$ cat config.mk
export PLATFORM = sky130hd
export DESIGN_NAME = console_line_editor_history_flat
export DESIGN_NICKNAME = d
export VERILOG_FILES = /design/src/rtl/cled_pkg.sv /design/src/rtl/cled_if.sv /design/src/rtl/cled_ram.sv /design/src/rtl/cled_front.sv /design/src/rtl/cled_back.sv /design/src/rtl/console_line_editor_history.sv /design/src/flat_wrapper.sv
export SDC_FILE = /design/constraint.sdc
export NUM_CORES = 2
export LEC_CHECK = 0
export BUFFER_PORTS_ARGS = -buffer_cell sky130_fd_sc_hd__clkbuf_2
export CORE_ASPECT_RATIO = 0.75
export CORE_UTILIZATION = 51
export CTS_BUF_LIST = sky130_fd_sc_hd__clkbuf_16
export DETAILED_ROUTE_END_ITERATION = 7
export PLACE_DENSITY = 0.66
export SYNTH_ARGS = -nofsm -noshare
export SYNTH_HDL_FRONTEND = slang
export SYNTH_SLANG_ARGS = --single-unit
$ cat constraint.sdc
create_clock -name clk -period 9.05 [get_ports clk]
set_input_delay 1.81 -clock clk [delete_from_list [all_inputs] [get_ports clk]]
set_output_delay 1.81 -clock clk [all_outputs]
set_load 0.1 [all_outputs]
$ cat src/rtl/cled_pkg.sv
// Package for the console line editor with history.
// Holds key codes and command types shared by the front and back parts, and the back part's state type.
`default_nettype none
package cled_pkg;
    localparam int LINE_MAX_DEF      = 15;
    localparam int HISTORY_DEPTH_DEF = 8;
    localparam logic [7:0] PROMPT_RESET = 8'd36;

    localparam logic [7:0] KEY_CR  = 8'h0D;
    localparam logic [7:0] KEY_LF  = 8'h0A;
    localparam logic [7:0] KEY_BS  = 8'h08;
    localparam logic [7:0] KEY_DEL = 8'h7F;
    localparam logic [7:0] KEY_LFT = 8'h5B;
    localparam logic [7:0] KEY_RGT = 8'h5D;
    localparam logic [7:0] KEY_PRV = 8'h2C;
    localparam logic [7:0] KEY_NXT = 8'h2E;
    localparam logic [7:0] CH_SP   = 8'h20;

    typedef enum logic [2:0] {
        OP_ENTER, OP_BKSP, OP_LEFT, OP_RIGHT, OP_PREV, OP_NEXT, OP_INSERT
    } op_t;

    typedef struct packed {
        op_t        op;
        logic [7:0] data;
    } cmd_t;

    typedef enum logic [4:0] {
        ST_IDLE,
        ST_DECIDE,
        ST_ENT_LINE,
        ST_ENT_CR, ST_ENT_LF, ST_ENT_PR,
        ST_BS_SHIFT, ST_BS_ECHO, ST_BS_SP, ST_BS_BACK,
        ST_INS_SHIFT, ST_INS_ECHO, ST_INS_BACK,
        ST_ONE,
        ST_SAVE,
        ST_ERASE,
        ST_HLOAD_RD, ST_HLOAD,
        ST_SLOAD,
        ST_ECHO_LINE,
        ST_ENT_STORE
    } state_t;
endpackage
`default_nettype wire

$ cat src/rtl/cled_if.sv
// Valid/ready channel interface carrying the editor payloads.
// Depends on nothing.
`default_nettype none
interface cled_in_if;
    logic       valid;
    logic       ready;
    logic [7:0] rx_byte;
    logic       chunk_last;
    modport source (output valid, rx_byte, chunk_last, input ready);
    modport sink (input valid, rx_byte, chunk_last, output ready);
endinterface

interface cled_out_if;
    logic       valid;
    logic       ready;
    logic [7:0] out_byte;
    logic       out_kind;
    logic [3:0] line_length;
    logic       last;
    modport source (output valid, out_byte, out_kind, line_length, last, input ready);
    modport sink (input valid, out_byte, out_kind, line_length, last, output ready);
endinterface
`default_nettype wire

$ cat src/rtl/cled_ram.sv
// Generic single-port-write, one-read RAM with registered read data.
// Depends on nothing.
`default_nettype none
module cled_ram #(
    parameter int WIDTH = 8,
    parameter int DEPTH = 16
) (
    input  wire logic                     clk,
    input  wire logic                     we,
    input  wire logic [$clog2(DEPTH)-1:0] waddr,
    input  wire logic [WIDTH-1:0]         wdata,
    input  wire logic [$clog2(DEPTH)-1:0] raddr,
    output logic      [WIDTH-1:0]         rdata
);
    logic [WIDTH-1:0] mem [DEPTH];

    always_ff @(posedge clk)
    begin
        if (we)
        begin
            mem[waddr] <= wdata;
        end
        rdata <= mem[raddr];
    end
endmodule
`default_nettype wire

$ cat src/rtl/cled_front.sv
// Front part: accepts received bytes, classifies them into commands and
// queues them in a two-entry FIFO. Depends on cled_pkg and cled_if.
`default_nettype none
module cled_front (
    input  wire logic   clk,
    input  wire logic   rst_n,
    cled_in_if.sink     rx,
    output logic        cmd_valid,
    output cled_pkg::cmd_t cmd,
    input  wire logic   cmd_pop
);
    cled_pkg::cmd_t q_reg [2];
    logic [1:0]     cnt_reg;
    logic           rd_reg;
    logic           wr_reg;
    cled_pkg::cmd_t cls;
    logic           push;

    // classify
    always_comb
    begin
        cls.data = rx.rx_byte;
        unique case (rx.rx_byte)
            cled_pkg::KEY_CR, cled_pkg::KEY_LF: cls.op = cled_pkg::OP_ENTER;
            cled_pkg::KEY_BS, cled_pkg::KEY_DEL: cls.op = cled_pkg::OP_BKSP;
            cled_pkg::KEY_LFT: cls.op = cled_pkg::OP_LEFT;
            cled_pkg::KEY_RGT: cls.op = cled_pkg::OP_RIGHT;
            cled_pkg::KEY_PRV: cls.op = cled_pkg::OP_PREV;
            cled_pkg::KEY_NXT: cls.op = cled_pkg::OP_NEXT;
            default: cls.op = cled_pkg::OP_INSERT;
        endcase
    end

    assign rx.ready  = (cnt_reg != 2'd2);
    assign push      = rx.valid && rx.ready;
    assign cmd_valid = (cnt_reg != 2'd0);
    assign cmd       = q_reg[rd_reg];

    // queue storage
    always_ff @(posedge clk)
    begin
        if (push)
        begin
            q_reg[wr_reg] <= cls;
        end
    end

    // queue pointers
    always_ff @(posedge clk or negedge rst_n)
    begin
        if (!rst_n)
        begin
            cnt_reg <= '0;
            rd_reg  <= 1'b0;
            wr_reg  <= 1'b0;
        end
        else
        begin
            if (push)
            begin
                wr_reg <= ~wr_reg;
            end
            if (cmd_pop)
            begin
                rd_reg <= ~rd_reg;
            end
            cnt_reg <= cnt_reg + {1'b0, push} - {1'b0, cmd_pop};
        end
    end
endmodule
`default_nettype wire

$ cat src/rtl/cled_back.sv
// Back part: executes editor commands one at a time, walking the line,
// saved line and history RAM and emitting result bytes.
// Depends on cled_pkg, cled_if and cled_ram.
`default_nettype none
module cled_back #(
    parameter int LINE_MAX      = cled_pkg::LINE_MAX_DEF,
    parameter int HISTORY_DEPTH = cled_pkg::HISTORY_DEPTH_DEF
) (
    input  wire logic      clk,
    input  wire logic      rst_n,
    input  wire logic [7:0] prompt_char,
    input  wire logic      cmd_valid,
    input  cled_pkg::cmd_t cmd,
    output logic           cmd_pop,
    cled_out_if.source     tx
);
    localparam int SW = (HISTORY_DEPTH > 1) ? $clog2(HISTORY_DEPTH) : 1;
    localparam int HA = SW + 4;
    localparam int HD = 16 << SW;
    localparam logic [SW-1:0] SLOT_TOP = SW'(HISTORY_DEPTH - 1);
    localparam logic [3:0] LMAX = 4'(LINE_MAX);

    // line and saved line registers (16 entries, fixed-place access per step)
    logic [7:0] line_reg [16];
    logic [7:0] saved_reg [16];
    logic [3:0] len_reg, cur_reg, slen_reg;
    logic [3:0] hlen_reg [HISTORY_DEPTH];
    logic [SW-1:0] newest_reg, browse_reg;
    logic hempty_reg, wrapped_reg, browsing_reg, atold_reg, atnew_reg;

    cled_pkg::state_t st_reg, st_next;
    cled_pkg::cmd_t   cmd_reg;
    logic [3:0] i_reg, i_next;
    logic [1:0] ph_reg, ph_next;

    // output register
    logic       ov_reg;
    logic [7:0] ob_reg;
    logic       ok_reg;
    logic [3:0] ol_reg;
    logic       olast_reg;

    // history RAM
    logic          h_we;
    logic [HA-1:0] h_waddr, h_raddr;
    logic [7:0]    h_wdata, h_rdata;

    cled_ram #(.WIDTH(8), .DEPTH(HD)) u_hist (
        .clk(clk), .we(h_we), .waddr(h_waddr), .wdata(h_wdata),
        .raddr(h_raddr), .rdata(h_rdata)
    );

    logic out_free;
    assign out_free = !ov_reg || tx.ready;
    assign tx.valid       = ov_reg;
    assign tx.out_byte    = ob_reg;
    assign tx.out_kind    = ok_reg;
    assign tx.line_length = ol_reg;
    assign tx.last        = olast_reg;

    logic [SW-1:0] nslot;
    assign nslot = hempty_reg ? '0 : ((newest_reg == SLOT_TOP) ? '0 : newest_reg + 1'b1);
    logic [SW-1:0] wrap_next;
    assign wrap_next = (newest_reg == SLOT_TOP) ? '0 : newest_reg + 1'b1;

    // length of the line loaded after an erase
    logic [3:0] load_len;
    assign load_len = (cmd_reg.op == cled_pkg::OP_NEXT && atnew_reg) ? slen_reg
                                                                     : hlen_reg[browse_reg];

    assign h_waddr = {newest_reg, i_reg};
    assign h_wdata = line_reg[i_reg];
    assign h_we    = (st_reg == cled_pkg::ST_ENT_STORE);
    // read data is registered and lands in the next cycle, when i_reg has moved one past it
    assign h_raddr = {browse_reg, i_reg};

    // emission request from the control logic
    logic       em;
    logic [7:0] em_b;
    logic       em_k;
    logic       em_last;

    always_comb
    begin
        st_next = st_reg;
        i_next  = i_reg;
        ph_next = ph_reg;
        cmd_pop = 1'b0;
        em      = 1'b0;
        em_b    = 8'd0;
        em_k    = 1'b0;
        em_last = 1'b0;
        unique case (st_reg)
            cled_pkg::ST_IDLE:
            begin
                if (cmd_valid)
                begin
                    cmd_pop = 1'b1;
                    st_next = cled_pkg::ST_DECIDE;
                end
            end
            cled_pkg::ST_DECIDE:
            begin
                st_next = cled_pkg::ST_IDLE;
                i_next  = '0;
                unique case (cmd_reg.op)
                    cled_pkg::OP_ENTER:
                        st_next = (len_reg != 0) ? cled_pkg::ST_ENT_STORE
                                                 : cled_pkg::ST_ENT_CR;
                    cled_pkg::OP_BKSP:
                        if (cur_reg != 0)
                        begin
                            st_next = cled_pkg::ST_BS_SHIFT;
                            i_next  = cur_reg;
                        end
                    cled_pkg::OP_LEFT, cled_pkg::OP_RIGHT:
                        if ((cmd_reg.op == cled_pkg::OP_LEFT) ? (cur_reg != 0)
                                                              : (cur_reg < len_reg))
                        begin
                            st_next = cled_pkg::ST_ONE;
                        end
                    cled_pkg::OP_PREV:
                        if (!hempty_reg && !atold_reg)
                        begin
                            if (!browsing_reg)
                                st_next = cled_pkg::ST_SAVE;
                            else if (wrapped_reg ? (browse_reg == wrap_next)
                                                 : (browse_reg == '0))
                                st_next = cled_pkg::ST_IDLE;
                            else
                                st_next = cled_pkg::ST_ERASE;
                        end
                    cled_pkg::OP_NEXT:
                        if (!hempty_reg && !atnew_reg)
                        begin
                            st_next = cled_pkg::ST_ERASE;
                        end
                    default:
                        if (len_reg < LMAX)
                        begin
                            st_next = cled_pkg::ST_INS_SHIFT;
                            i_next  = len_reg;
                        end
                endcase
                ph_next = 2'd0;
            end
            cled_pkg::ST_ENT_STORE:
            begin
                if (i_reg == len_reg - 1'b1)
                begin
                    i_next  = '0;
                    st_next = cled_pkg::ST_ENT_LINE;
                end
                else
                    i_next = i_reg + 1'b1;
            end
            cled_pkg::ST_ENT_LINE:
                if (out_free)
                begin
                    em = 1'b1; em_k = 1'b1; em_b = line_reg[i_reg];
                    if (i_reg == len_reg - 1'b1)
                        st_next = cled_pkg::ST_ENT_CR;
                    else
                        i_next = i_reg + 1'b1;
                end
            cled_pkg::ST_ENT_CR:
                if (out_free)
                begin
                    em = 1'b1; em_b = cled_pkg::KEY_CR; st_next = cled_pkg::ST_ENT_LF;
                end
            cled_pkg::ST_ENT_LF:
                if (out_free)
                begin
                    em = 1'b1; em_b = cled_pkg::KEY_LF; st_next = cled_pkg::ST_ENT_PR;
                end
            cled_pkg::ST_ENT_PR:
                if (out_free)
                begin
                    em = 1'b1; em_b = prompt_char; em_last = 1'b1;
                    st_next = cled_pkg::ST_IDLE;
                end
            // shift tail left one byte at a time
            cled_pkg::ST_BS_SHIFT:
            begin
                if (i_reg >= len_reg)
                begin
                    st_next = cled_pkg::ST_BS_ECHO;
                    i_next  = cur_reg - 1'b1;
                    ph_next = 2'd1;
                end
                else
                    i_next = i_reg + 1'b1;
            end
            cled_pkg::ST_BS_ECHO:
                if (out_free)
                begin
                    em = 1'b1;
                    if (ph_reg == 2'd1)
                    begin
                        em_b = cled_pkg::KEY_BS; ph_next = 2'd0;
                        if (i_reg >= len_reg) st_next = cled_pkg::ST_BS_SP;
                    end
                    else
                    begin
                        em_b = line_reg[i_reg];
                        i_next = i_reg + 1'b1;
                        if (i_reg + 1'b1 >= len_reg) st_next = cled_pkg::ST_BS_SP;
                    end
                end
            cled_pkg::ST_BS_SP:
                if (out_free)
                begin
                    em = 1'b1; em_b = cled_pkg::CH_SP; i_next = cur_reg;
                    st_next = cled_pkg::ST_BS_BACK;
                end
            cled_pkg::ST_BS_BACK:
                if (out_free)
                begin
                    em = 1'b1; em_b = cled_pkg::KEY_BS;
                    if (i_reg >= len_reg)
                    begin
                        em_last = 1'b1; st_next = cled_pkg::ST_IDLE;
                    end
                    else
                        i_next = i_reg + 1'b1;
                end
            // open a gap at the cursor, one byte per cycle
            cled_pkg::ST_INS_SHIFT:
            begin
                if (i_reg <= cur_reg)
                begin
                    st_next = cled_pkg::ST_INS_ECHO;
                    i_next  = cur_reg;
                end
                else
                    i_next = i_reg - 1'b1;
            end
            cled_pkg::ST_INS_ECHO:
                if (out_free)
                begin
                    em = 1'b1; em_b = line_reg[i_reg];
                    if (i_reg + 1'b1 >= len_reg)
                    begin
                        i_next = cur_reg;
                        if (cur_reg >= len_reg)
                        begin
                            em_last = 1'b1; st_next = cled_pkg::ST_IDLE;
                        end
                        else
                            st_next = cled_pkg::ST_INS_BACK;
                    end
                    else
                        i_next = i_reg + 1'b1;
                end
            cled_pkg::ST_INS_BACK:
                if (out_free)
                begin
                    em = 1'b1; em_b = cled_pkg::KEY_BS;
                    if (i_reg + 1'b1 >= len_reg)
                    begin
                        em_last = 1'b1; st_next = cled_pkg::ST_IDLE;
                    end
                    else
                        i_next = i_reg + 1'b1;
                end
            cled_pkg::ST_ONE:
                if (out_free)
                begin
                    em = 1'b1; em_last = 1'b1;
                    em_b = (cmd_reg.op == cled_pkg::OP_LEFT) ? cled_pkg::KEY_BS
                                                             : line_reg[cur_reg];
                    st_next = cled_pkg::ST_IDLE;
                end
            cled_pkg::ST_SAVE:
                st_next = cled_pkg::ST_ERASE;
            // erase on screen: BS, space, BS per byte
            cled_pkg::ST_ERASE:
            begin
                if (i_reg >= len_reg)
                begin
                    i_next = '0;
                    if (cmd_reg.op == cled_pkg::OP_NEXT && atnew_reg)
                        st_next = cled_pkg::ST_SLOAD;
                    else
                        st_next = cled_pkg::ST_HLOAD_RD;
                end
                else if (out_free)
                begin
                    em = 1'b1;
                    em_b = (ph_reg == 2'd1) ? cled_pkg::CH_SP : cled_pkg::KEY_BS;
                    // final erase byte ends the key when an empty line follows
                    em_last = (ph_reg == 2'd2) && (i_reg + 1'b1 == len_reg)
                              && (load_len == 4'd0);
                    if (ph_reg == 2'd2)
                    begin
                        ph_next = 2'd0; i_next = i_reg + 1'b1;
                    end
                    else
                        ph_next = ph_reg + 1'b1;
                end
            end
            cled_pkg::ST_HLOAD_RD:
            begin
                st_next = cled_pkg::ST_HLOAD;
                i_next  = 4'd1;
            end
            cled_pkg::ST_HLOAD:
            begin
                if (i_reg >= len_reg)
                begin
                    i_next = '0; st_next = cled_pkg::ST_ECHO_LINE;
                end
                else
                    i_next = i_reg + 1'b1;
            end
            cled_pkg::ST_SLOAD:
                st_next = cled_pkg::ST_ECHO_LINE;
            cled_pkg::ST_ECHO_LINE:
            begin
                if (len_reg == 0)
                    st_next = cled_pkg::ST_IDLE;
                else if (out_free)
                begin
                    em = 1'b1; em_b = line_reg[i_reg];
                    if (i_reg + 1'b1 >= len_reg)
                    begin
                        em_last = 1'b1; st_next = cled_pkg::ST_IDLE;
                    end
                    else
                        i_next = i_reg + 1'b1;
                end
            end
            default: st_next = cled_pkg::ST_IDLE;
        endcase
    end

    // control registers
    always_ff @(posedge clk or negedge rst_n)
    begin
        if (!rst_n)
        begin
            st_reg       <= cled_pkg::ST_IDLE;
            ov_reg       <= 1'b0;
            len_reg      <= '0;
            cur_reg      <= '0;
            slen_reg     <= '0;
            newest_reg   <= '0;
            browse_reg   <= '0;
            hempty_reg   <= 1'b1;
            wrapped_reg  <= 1'b0;
            browsing_reg <= 1'b0;
            atold_reg    <= 1'b0;
            atnew_reg    <= 1'b0;
            i_reg        <= '0;
            ph_reg       <= '0;
        end
        else
        begin
            st_reg <= st_next;
            i_reg  <= i_next;
            ph_reg <= ph_next;
            if (em)
                ov_reg <= 1'b1;
            else if (tx.ready)
                ov_reg <= 1'b0;
            if (st_reg == cled_pkg::ST_DECIDE)
            begin
                unique case (cmd_reg.op)
                    cled_pkg::OP_ENTER:
                        if (len_reg != 0)
                        begin
                            newest_reg <= nslot;
                            hempty_reg <= 1'b0;
                            if (!hempty_reg && newest_reg == SLOT_TOP)
                                wrapped_reg <= 1'b1;
                        end
                    cled_pkg::OP_PREV:
                        if (!hempty_reg && !atold_reg)
                        begin
                            atnew_reg <= 1'b0;
                            if (!browsing_reg)
                            begin
                                browsing_reg <= 1'b1;
                                slen_reg     <= len_reg;
                            end
                            else if (wrapped_reg ? (browse_reg == wrap_next)
                                                 : (browse_reg == '0))
                                atold_reg <= 1'b1;
                            else
                                browse_reg <= (browse_reg == '0) ? SLOT_TOP
                                                                 : browse_reg - 1'b1;
                        end
                    cled_pkg::OP_NEXT:
                        if (!hempty_reg && !atnew_reg)
                        begin
                            atold_reg <= 1'b0;
                            if (browse_reg == newest_reg)
                                atnew_reg <= 1'b1;
                            else
                                browse_reg <= (browse_reg == SLOT_TOP) ? '0
                                                                       : browse_reg + 1'b1;
                        end
                    default: ;
                endcase
            end
            // line / cursor bookkeeping at state transitions
            if (st_reg == cled_pkg::ST_ENT_LINE && st_next == cled_pkg::ST_ENT_CR)
            begin
                len_reg <= '0; cur_reg <= '0;
                browse_reg <= newest_reg;
                atold_reg <= 1'b0; atnew_reg <= 1'b1; browsing_reg <= 1'b0;
            end
            if (st_reg == cled_pkg::ST_BS_SHIFT && st_next == cled_pkg::ST_BS_ECHO)
            begin
                len_reg <= len_reg - 1'b1; cur_reg <= cur_reg - 1'b1;
            end
            if (st_reg == cled_pkg::ST_INS_SHIFT && st_next == cled_pkg::ST_INS_ECHO)
            begin
                len_reg <= len_reg + 1'b1; cur_reg <= cur_reg + 1'b1;
            end
            if (st_reg == cled_pkg::ST_ONE && em)
                cur_reg <= (cmd_reg.op == cled_pkg::OP_LEFT) ? cur_reg - 1'b1
                                                             : cur_reg + 1'b1;
            if (st_reg == cled_pkg::ST_HLOAD_RD)
            begin
                len_reg <= hlen_reg[browse_reg]; cur_reg <= hlen_reg[browse_reg];
            end
            if (st_reg == cled_pkg::ST_SLOAD)
            begin
                len_reg <= slen_reg; cur_reg <= slen_reg; browsing_reg <= 1'b0;
            end
        end
    end

    // payload registers
    always_ff @(posedge clk)
    begin
        if (st_reg == cled_pkg::ST_IDLE && cmd_pop)
            cmd_reg <= cmd;
        if (em)
        begin
            ob_reg    <= em_b;
            ok_reg    <= em_k;
            ol_reg    <= em_k ? len_reg : 4'd0;
            olast_reg <= em_last;
        end
        if (st_reg == cled_pkg::ST_ENT_STORE && i_reg == 4'd0)
            hlen_reg[newest_reg] <= len_reg;
        if (st_reg == cled_pkg::ST_BS_SHIFT && i_reg < len_reg)
            line_reg[i_reg - 1'b1] <= line_reg[i_reg];
        if (st_reg == cled_pkg::ST_INS_SHIFT)
        begin
            if (i_reg > cur_reg)
                line_reg[i_reg] <= line_reg[i_reg - 1'b1];
            else
                line_reg[cur_reg] <= cmd_reg.data;
        end
        if (st_reg == cled_pkg::ST_SAVE)
            saved_reg <= line_reg;
        if (st_reg == cled_pkg::ST_SLOAD)
            line_reg <= saved_reg;
        if (st_reg == cled_pkg::ST_HLOAD && i_reg != 4'd0)
            line_reg[i_reg - 1'b1] <= h_rdata;
    end
endmodule
`default_nettype wire

$ cat src/rtl/console_line_editor_history.sv
// Console line editor with history ring: top level.
// Depends on cled_pkg, cled_if, cled_front, cled_back and cled_ram.
`default_nettype none
// One received byte per transaction; each may cause up to about sixty result
// transactions, the final one marked last. The front part queues up to two
// classified keys while the back part works. The back part runs one key at a
// time: it takes the key in ST_IDLE and decodes it in ST_DECIDE, shifts bytes
// in the line or stores them to or loads them from the history RAM at one byte
// per cycle, emits one byte per cycle while the output is taken, and passes
// through ST_SAVE, ST_HLOAD_RD or ST_SLOAD around a history or saved-line load.
// Prompt writes must happen while the block is idle.
module console_line_editor_history #(
    parameter int LINE_MAX      = cled_pkg::LINE_MAX_DEF,
    parameter int HISTORY_DEPTH = cled_pkg::HISTORY_DEPTH_DEF
) (
    input  wire logic clk,
    input  wire logic rst_n,
    input  wire logic cfg_we,
    input  wire logic [7:0] cfg_wdata,
    cled_in_if.sink   rx,
    cled_out_if.source tx
);
    logic [7:0]     prompt_reg;
    logic           cmd_valid;
    logic           cmd_pop;
    cled_pkg::cmd_t cmd;

    // prompt register
    always_ff @(posedge clk or negedge rst_n)
    begin
        if (!rst_n)
            prompt_reg <= cled_pkg::PROMPT_RESET;
        else if (cfg_we)
            prompt_reg <= cfg_wdata;
    end

    cled_front u_front (
        .clk(clk), .rst_n(rst_n), .rx(rx),
        .cmd_valid(cmd_valid), .cmd(cmd), .cmd_pop(cmd_pop)
    );

    cled_back #(.LINE_MAX(LINE_MAX), .HISTORY_DEPTH(HISTORY_DEPTH)) u_back (
        .clk(clk), .rst_n(rst_n), .prompt_char(prompt_reg),
        .cmd_valid(cmd_valid), .cmd(cmd), .cmd_pop(cmd_pop), .tx(tx)
    );

    // a pop needs a queued command
    a_pop_valid: assert property (@(posedge clk) disable iff (!rst_n)
        cmd_pop |-> cmd_valid) else $error("pop from empty queue");
    // line output carries a nonzero length
    a_line_len: assert property (@(posedge clk) disable iff (!rst_n)
        (tx.valid && tx.out_kind) |-> (tx.line_length != 4'd0))
        else $error("line byte with zero length");
    // echo bytes carry zero length
    a_echo_len: assert property (@(posedge clk) disable iff (!rst_n)
        (tx.valid && !tx.out_kind) |-> (tx.line_length == 4'd0))
        else $error("echo byte with length");
endmodule
`default_nettype wire
$ cat src/flat_wrapper.sv
// flat-port wrapper written by rule: the top's interface ports become plain ports
module console_line_editor_history_flat 
#(
    parameter int LINE_MAX      = cled_pkg::LINE_MAX_DEF,
    parameter int HISTORY_DEPTH = cled_pkg::HISTORY_DEPTH_DEF
)
  (clk, rst_n, cfg_we, cfg_wdata, rx_valid, rx_rx_byte, rx_chunk_last, rx_ready, tx_valid, tx_out_byte, tx_out_kind, tx_line_length, tx_last, tx_ready);
  cled_in_if rx_i ();
  cled_out_if tx_i ();
  input  wire logic clk;
  input  wire logic rst_n;
  input  wire logic cfg_we;
  input  wire logic [7:0] cfg_wdata;
  input wire logic [$bits(rx_i.valid)-1:0] rx_valid;
  input wire logic [$bits(rx_i.rx_byte)-1:0] rx_rx_byte;
  input wire logic [$bits(rx_i.chunk_last)-1:0] rx_chunk_last;
  output wire logic [$bits(rx_i.ready)-1:0] rx_ready;
  output wire logic [$bits(tx_i.valid)-1:0] tx_valid;
  output wire logic [$bits(tx_i.out_byte)-1:0] tx_out_byte;
  output wire logic [$bits(tx_i.out_kind)-1:0] tx_out_kind;
  output wire logic [$bits(tx_i.line_length)-1:0] tx_line_length;
  output wire logic [$bits(tx_i.last)-1:0] tx_last;
  input wire logic [$bits(tx_i.ready)-1:0] tx_ready;
  assign rx_i.valid = rx_valid;
  assign rx_i.rx_byte = rx_rx_byte;
  assign rx_i.chunk_last = rx_chunk_last;
  assign rx_ready = rx_i.ready;
  assign tx_valid = tx_i.valid;
  assign tx_out_byte = tx_i.out_byte;
  assign tx_out_kind = tx_i.out_kind;
  assign tx_line_length = tx_i.line_length;
  assign tx_last = tx_i.last;
  assign tx_i.ready = tx_ready;
  console_line_editor_history #(.LINE_MAX(LINE_MAX), .HISTORY_DEPTH(HISTORY_DEPTH)) u_core (.clk(clk), .rst_n(rst_n), .cfg_we(cfg_we), .cfg_wdata(cfg_wdata), .rx(rx_i), .tx(tx_i));
endmodule
==> results.toml <==
[status]
status = "finished clean"

[cells_and_area]
multi_input_area_mm2 = 0.0218
layout.nets = 4740
regArea_mm2 = 0.0409
drive_above_1_share_pct = 16.1
syn2layout_area_growth_pct = 9.69
num-fill-cells = 9934
finalInstanceArea_mm2 = 0.0704
largest_reg_flops = 1024

[global_route]
antenna_found_initial = 15
grtUsageTotal_pct = 36.1
grt.overflow.total = 0
grt_pass1_wl_um = 326000
grt_max_degree = 141
grt_pass1_vias = 43100

[clock_tree]
cts_tree = "built"
cts_root_buf = "clkbuf_16"
post-cts-setup-buffers = 0
cts_hold_buf = 0
insertion_delay_ns = 0.81
ctsResizeCount = 0
cts_made_buffers = 140
cts.sinks = 1414
clkTransAtPathRegs_ns = 0.07
htree_num_levels = 4
clockBufferDepth = 3

[synth]
synth_common_cells = "edfxtp_1, nor2_1, nand2_1, mux2_2, a21oi_1"
synthMostInstantiatedCell = "edfxtp_1"
synth-edff-count = 1231
syn_area_mm2 = 0.0642
ys_types = 99
syn_avg_cell_area_um2 = 13.6
yosysTopAreaCellShare_pct = 57.6
synth_top_cell_by_area = "edfxtp_1"
async_reset_ff_share_pct = 3.32
syn_nets = 4784
ys_seq_area_share_pct = 63.7
ys_top_cells_by_area = "edfxtp_1, dfxtp_1, mux4_2"
yosys_register_bits = 1414
ys.flop_type = "edfxtp_1"
yosysWarnings = 0
syn_inst = 4725

[timing]
skew_ns = 0.0472
rsz0062_at_grt = "no"
fin_crit_ns = 5.24
finalHoldViolations = 0
drv_slew = 0
fin_tns_setup_ns = 0
period_share_pct = 57.9
max-slew-margin-rel_pct = 9.44
fmax_mhz = 191
max_slew.worst_pin.slew_ns = 1.36
setup_violations = 0

[place]
dp_hpwl_um = 145000
routabilityCongestion = 1.03
placed_cell_area_mm2 = 0.0660
numPortBuffers = 36

[setup_path]
critical-path-max-stage-delay_ns = 1.01
rrSetupSlack_ns = 3.81
path_buf_inv = 1
cp_top_family = "compound AO/OA/AOI/OAI gates"
crit_slowest_cell = "dfrtp_1"
crit_required_ns = 9.73
start_kind = "flip-flop"
critPathKind = "flip-flop to flip-flop"
cp_data_arrival_time_ns = 5.92
worst-path-max-fanout = 16
path_cells = "inv_1 -> ha_1 -> a21oi_1 -> o221a_2 -> nand2b_1 -> o221ai_1 -> a31oi_1 -> a211o_1"
endpoint_kind = "flip-flop"

[pwr]
max-vdd-ir-drop_mv = 0.575
leakagePower_nw = 23.0
p_per_area_mw_per_mm2 = 393

[worst_hold_path]
hp-class = "flip-flop to flip-flop"

[detailed_routing]
vias_per_cell = 7.30
dr.first_iter.drc_count = 7712
drt.antenna.violating_nets = 0
wirelength_um = 233000
first_pass_iters = 8
vias = 47000
drc_errors = 0
drt-wirelength-per-cell_um = 36.1

[die]
initial_core_util_pct = 51.5
die_h_um = 309
design.core.area_mm2 = 0.125
dieArea_mm2 = 0.127
fp-row-count = 112
ios = 38
die_x_um = 412

[run]
maxCapViolCount = 0
==> cells in the final DEF (no fill, tap or decap), types with 36 or more instances in the layout <==
cell type  synthesis  final
clkbuf_16          0    146
o22ai_1          139    139
nor2_1           493    488
nand2_1          278    277
edfxtp_1        1231   1231
a31oi_1           45     44
mux2i_1          180    170
buf_4             49    120
a22oi_1          104    104
dfrtp_1           44     37
a221oi_1         130    130
a21oi_1          209    208
mux2_2           215    215
nand3_1           71     71
mux4_2           114    114
dfxtp_1          136    136
inv_1             30     66
a211oi_1          80     80
o221ai_1         149    149
ha_1              37     37
nor3_1            44     44
o21ai_0          163    163
clkbuf_2           0     36
==> layer usage <==
metal  share of wire, %  vias up  GRT usage (%)  wire length [um]
met5              0.067        -          0.225               157
met3                 17      617           15.3             40000
li1                   -    18800              -                 -
met4                3.7       18           12.5              8530
met2                 40     3957           47.8             92500
met1                 39    23600           52.7             91700
==> layout make-up <==
class,count,share of cell area (%)
diodes,1,0.00355
repair buffers,160,1.65
multi-input cells,2933,30.9
well taps,1653,2.94
clock buffers,146,5.19
flip-flops and latches,1414,58.1
inverters,32,0.174
clock inverters,106,1.05
==> worst register-to-register path, stage by stage, from the launching register on <==
cell and delay (ns):
dfrtp_1 1.01, inv_1 0.72, ha_1 0.44, a21oi_1 0.68, o221a_2 0.54, nand2b_1 0.80, o221ai_1 0.57, a31oi_1 0.08
a211o_1 0.28
==> per-stage QoR <==
step | worst slack [ns] | utilization [%] | hold slack, ns | power, mW | cells
floorplan | 1.95 | - | 0.425 | 16.2 | 4725
global placement | 4.14 | 53.0 | 0.431 | 21.2 | 6192
detailed placement | 4.15 | 53.0 | 0.438 | 21.3 | 6192
CTS | 4.13 | 56.5 | 0.458 | 27.0 | 6444
global route | 3.88 | 56.5 | 0.472 | 28.1 | 6444
finish | 3.81 | 56.5 | 0.455 | 27.7 | 6445
==> cell families after synthesis <==
family | after synthesis | share of synthesized area, %
flip-flops | 1414 | 63.7
AO/OA/AOI/OAI | 1278 | 14.2
AND/OR/NAND/NOR | 1077 | 7.50
multiplexers | 518 | 10.7
buffers and inverters | 378 | 2.82
adder cells (fa/ha/maj) | 37 | 0.721
XOR/XNOR | 23 | 0.349
==> where the power goes <==
group	switching (mW)	total, mW	internal [mW]
clock network	2.59	5.70	3.11
logic	8.89	12.0	3.12
registers	0.878	9.97	9.09
total	12.4	27.7	15.3
==> final timing paths <==
kind / from / to / cells after the start
setup / recovery: u_core.u_back.cur_reg[2]$_DFFE_PN0P_ / u_core.u_back.line_reg[31]$_DFF_P_ / 8
hold / removal: u_core.u_back.saved_reg[126]$_DFFE_PP_ / u_core.u_back.line_reg[126]$_DFF_P_ / 1
setup reg to reg: u_core.u_back.cur_reg[2]$_DFFE_PN0P_ / u_core.u_back.line_reg[31]$_DFF_P_ / 8
hold reg to reg: u_core.u_back.saved_reg[126]$_DFFE_PP_ / u_core.u_back.line_reg[126]$_DFF_P_ / 1
max in group asynchronous: rst_n / u_core.u_back.i_reg[1]$_DFFE_PN0P_ / 2
min in group asynchronous: rst_n / u_core.u_front.rd_reg$_DFFE_PN0P_ / 2
Note: power is estimated with default switching activity, not from simulation.
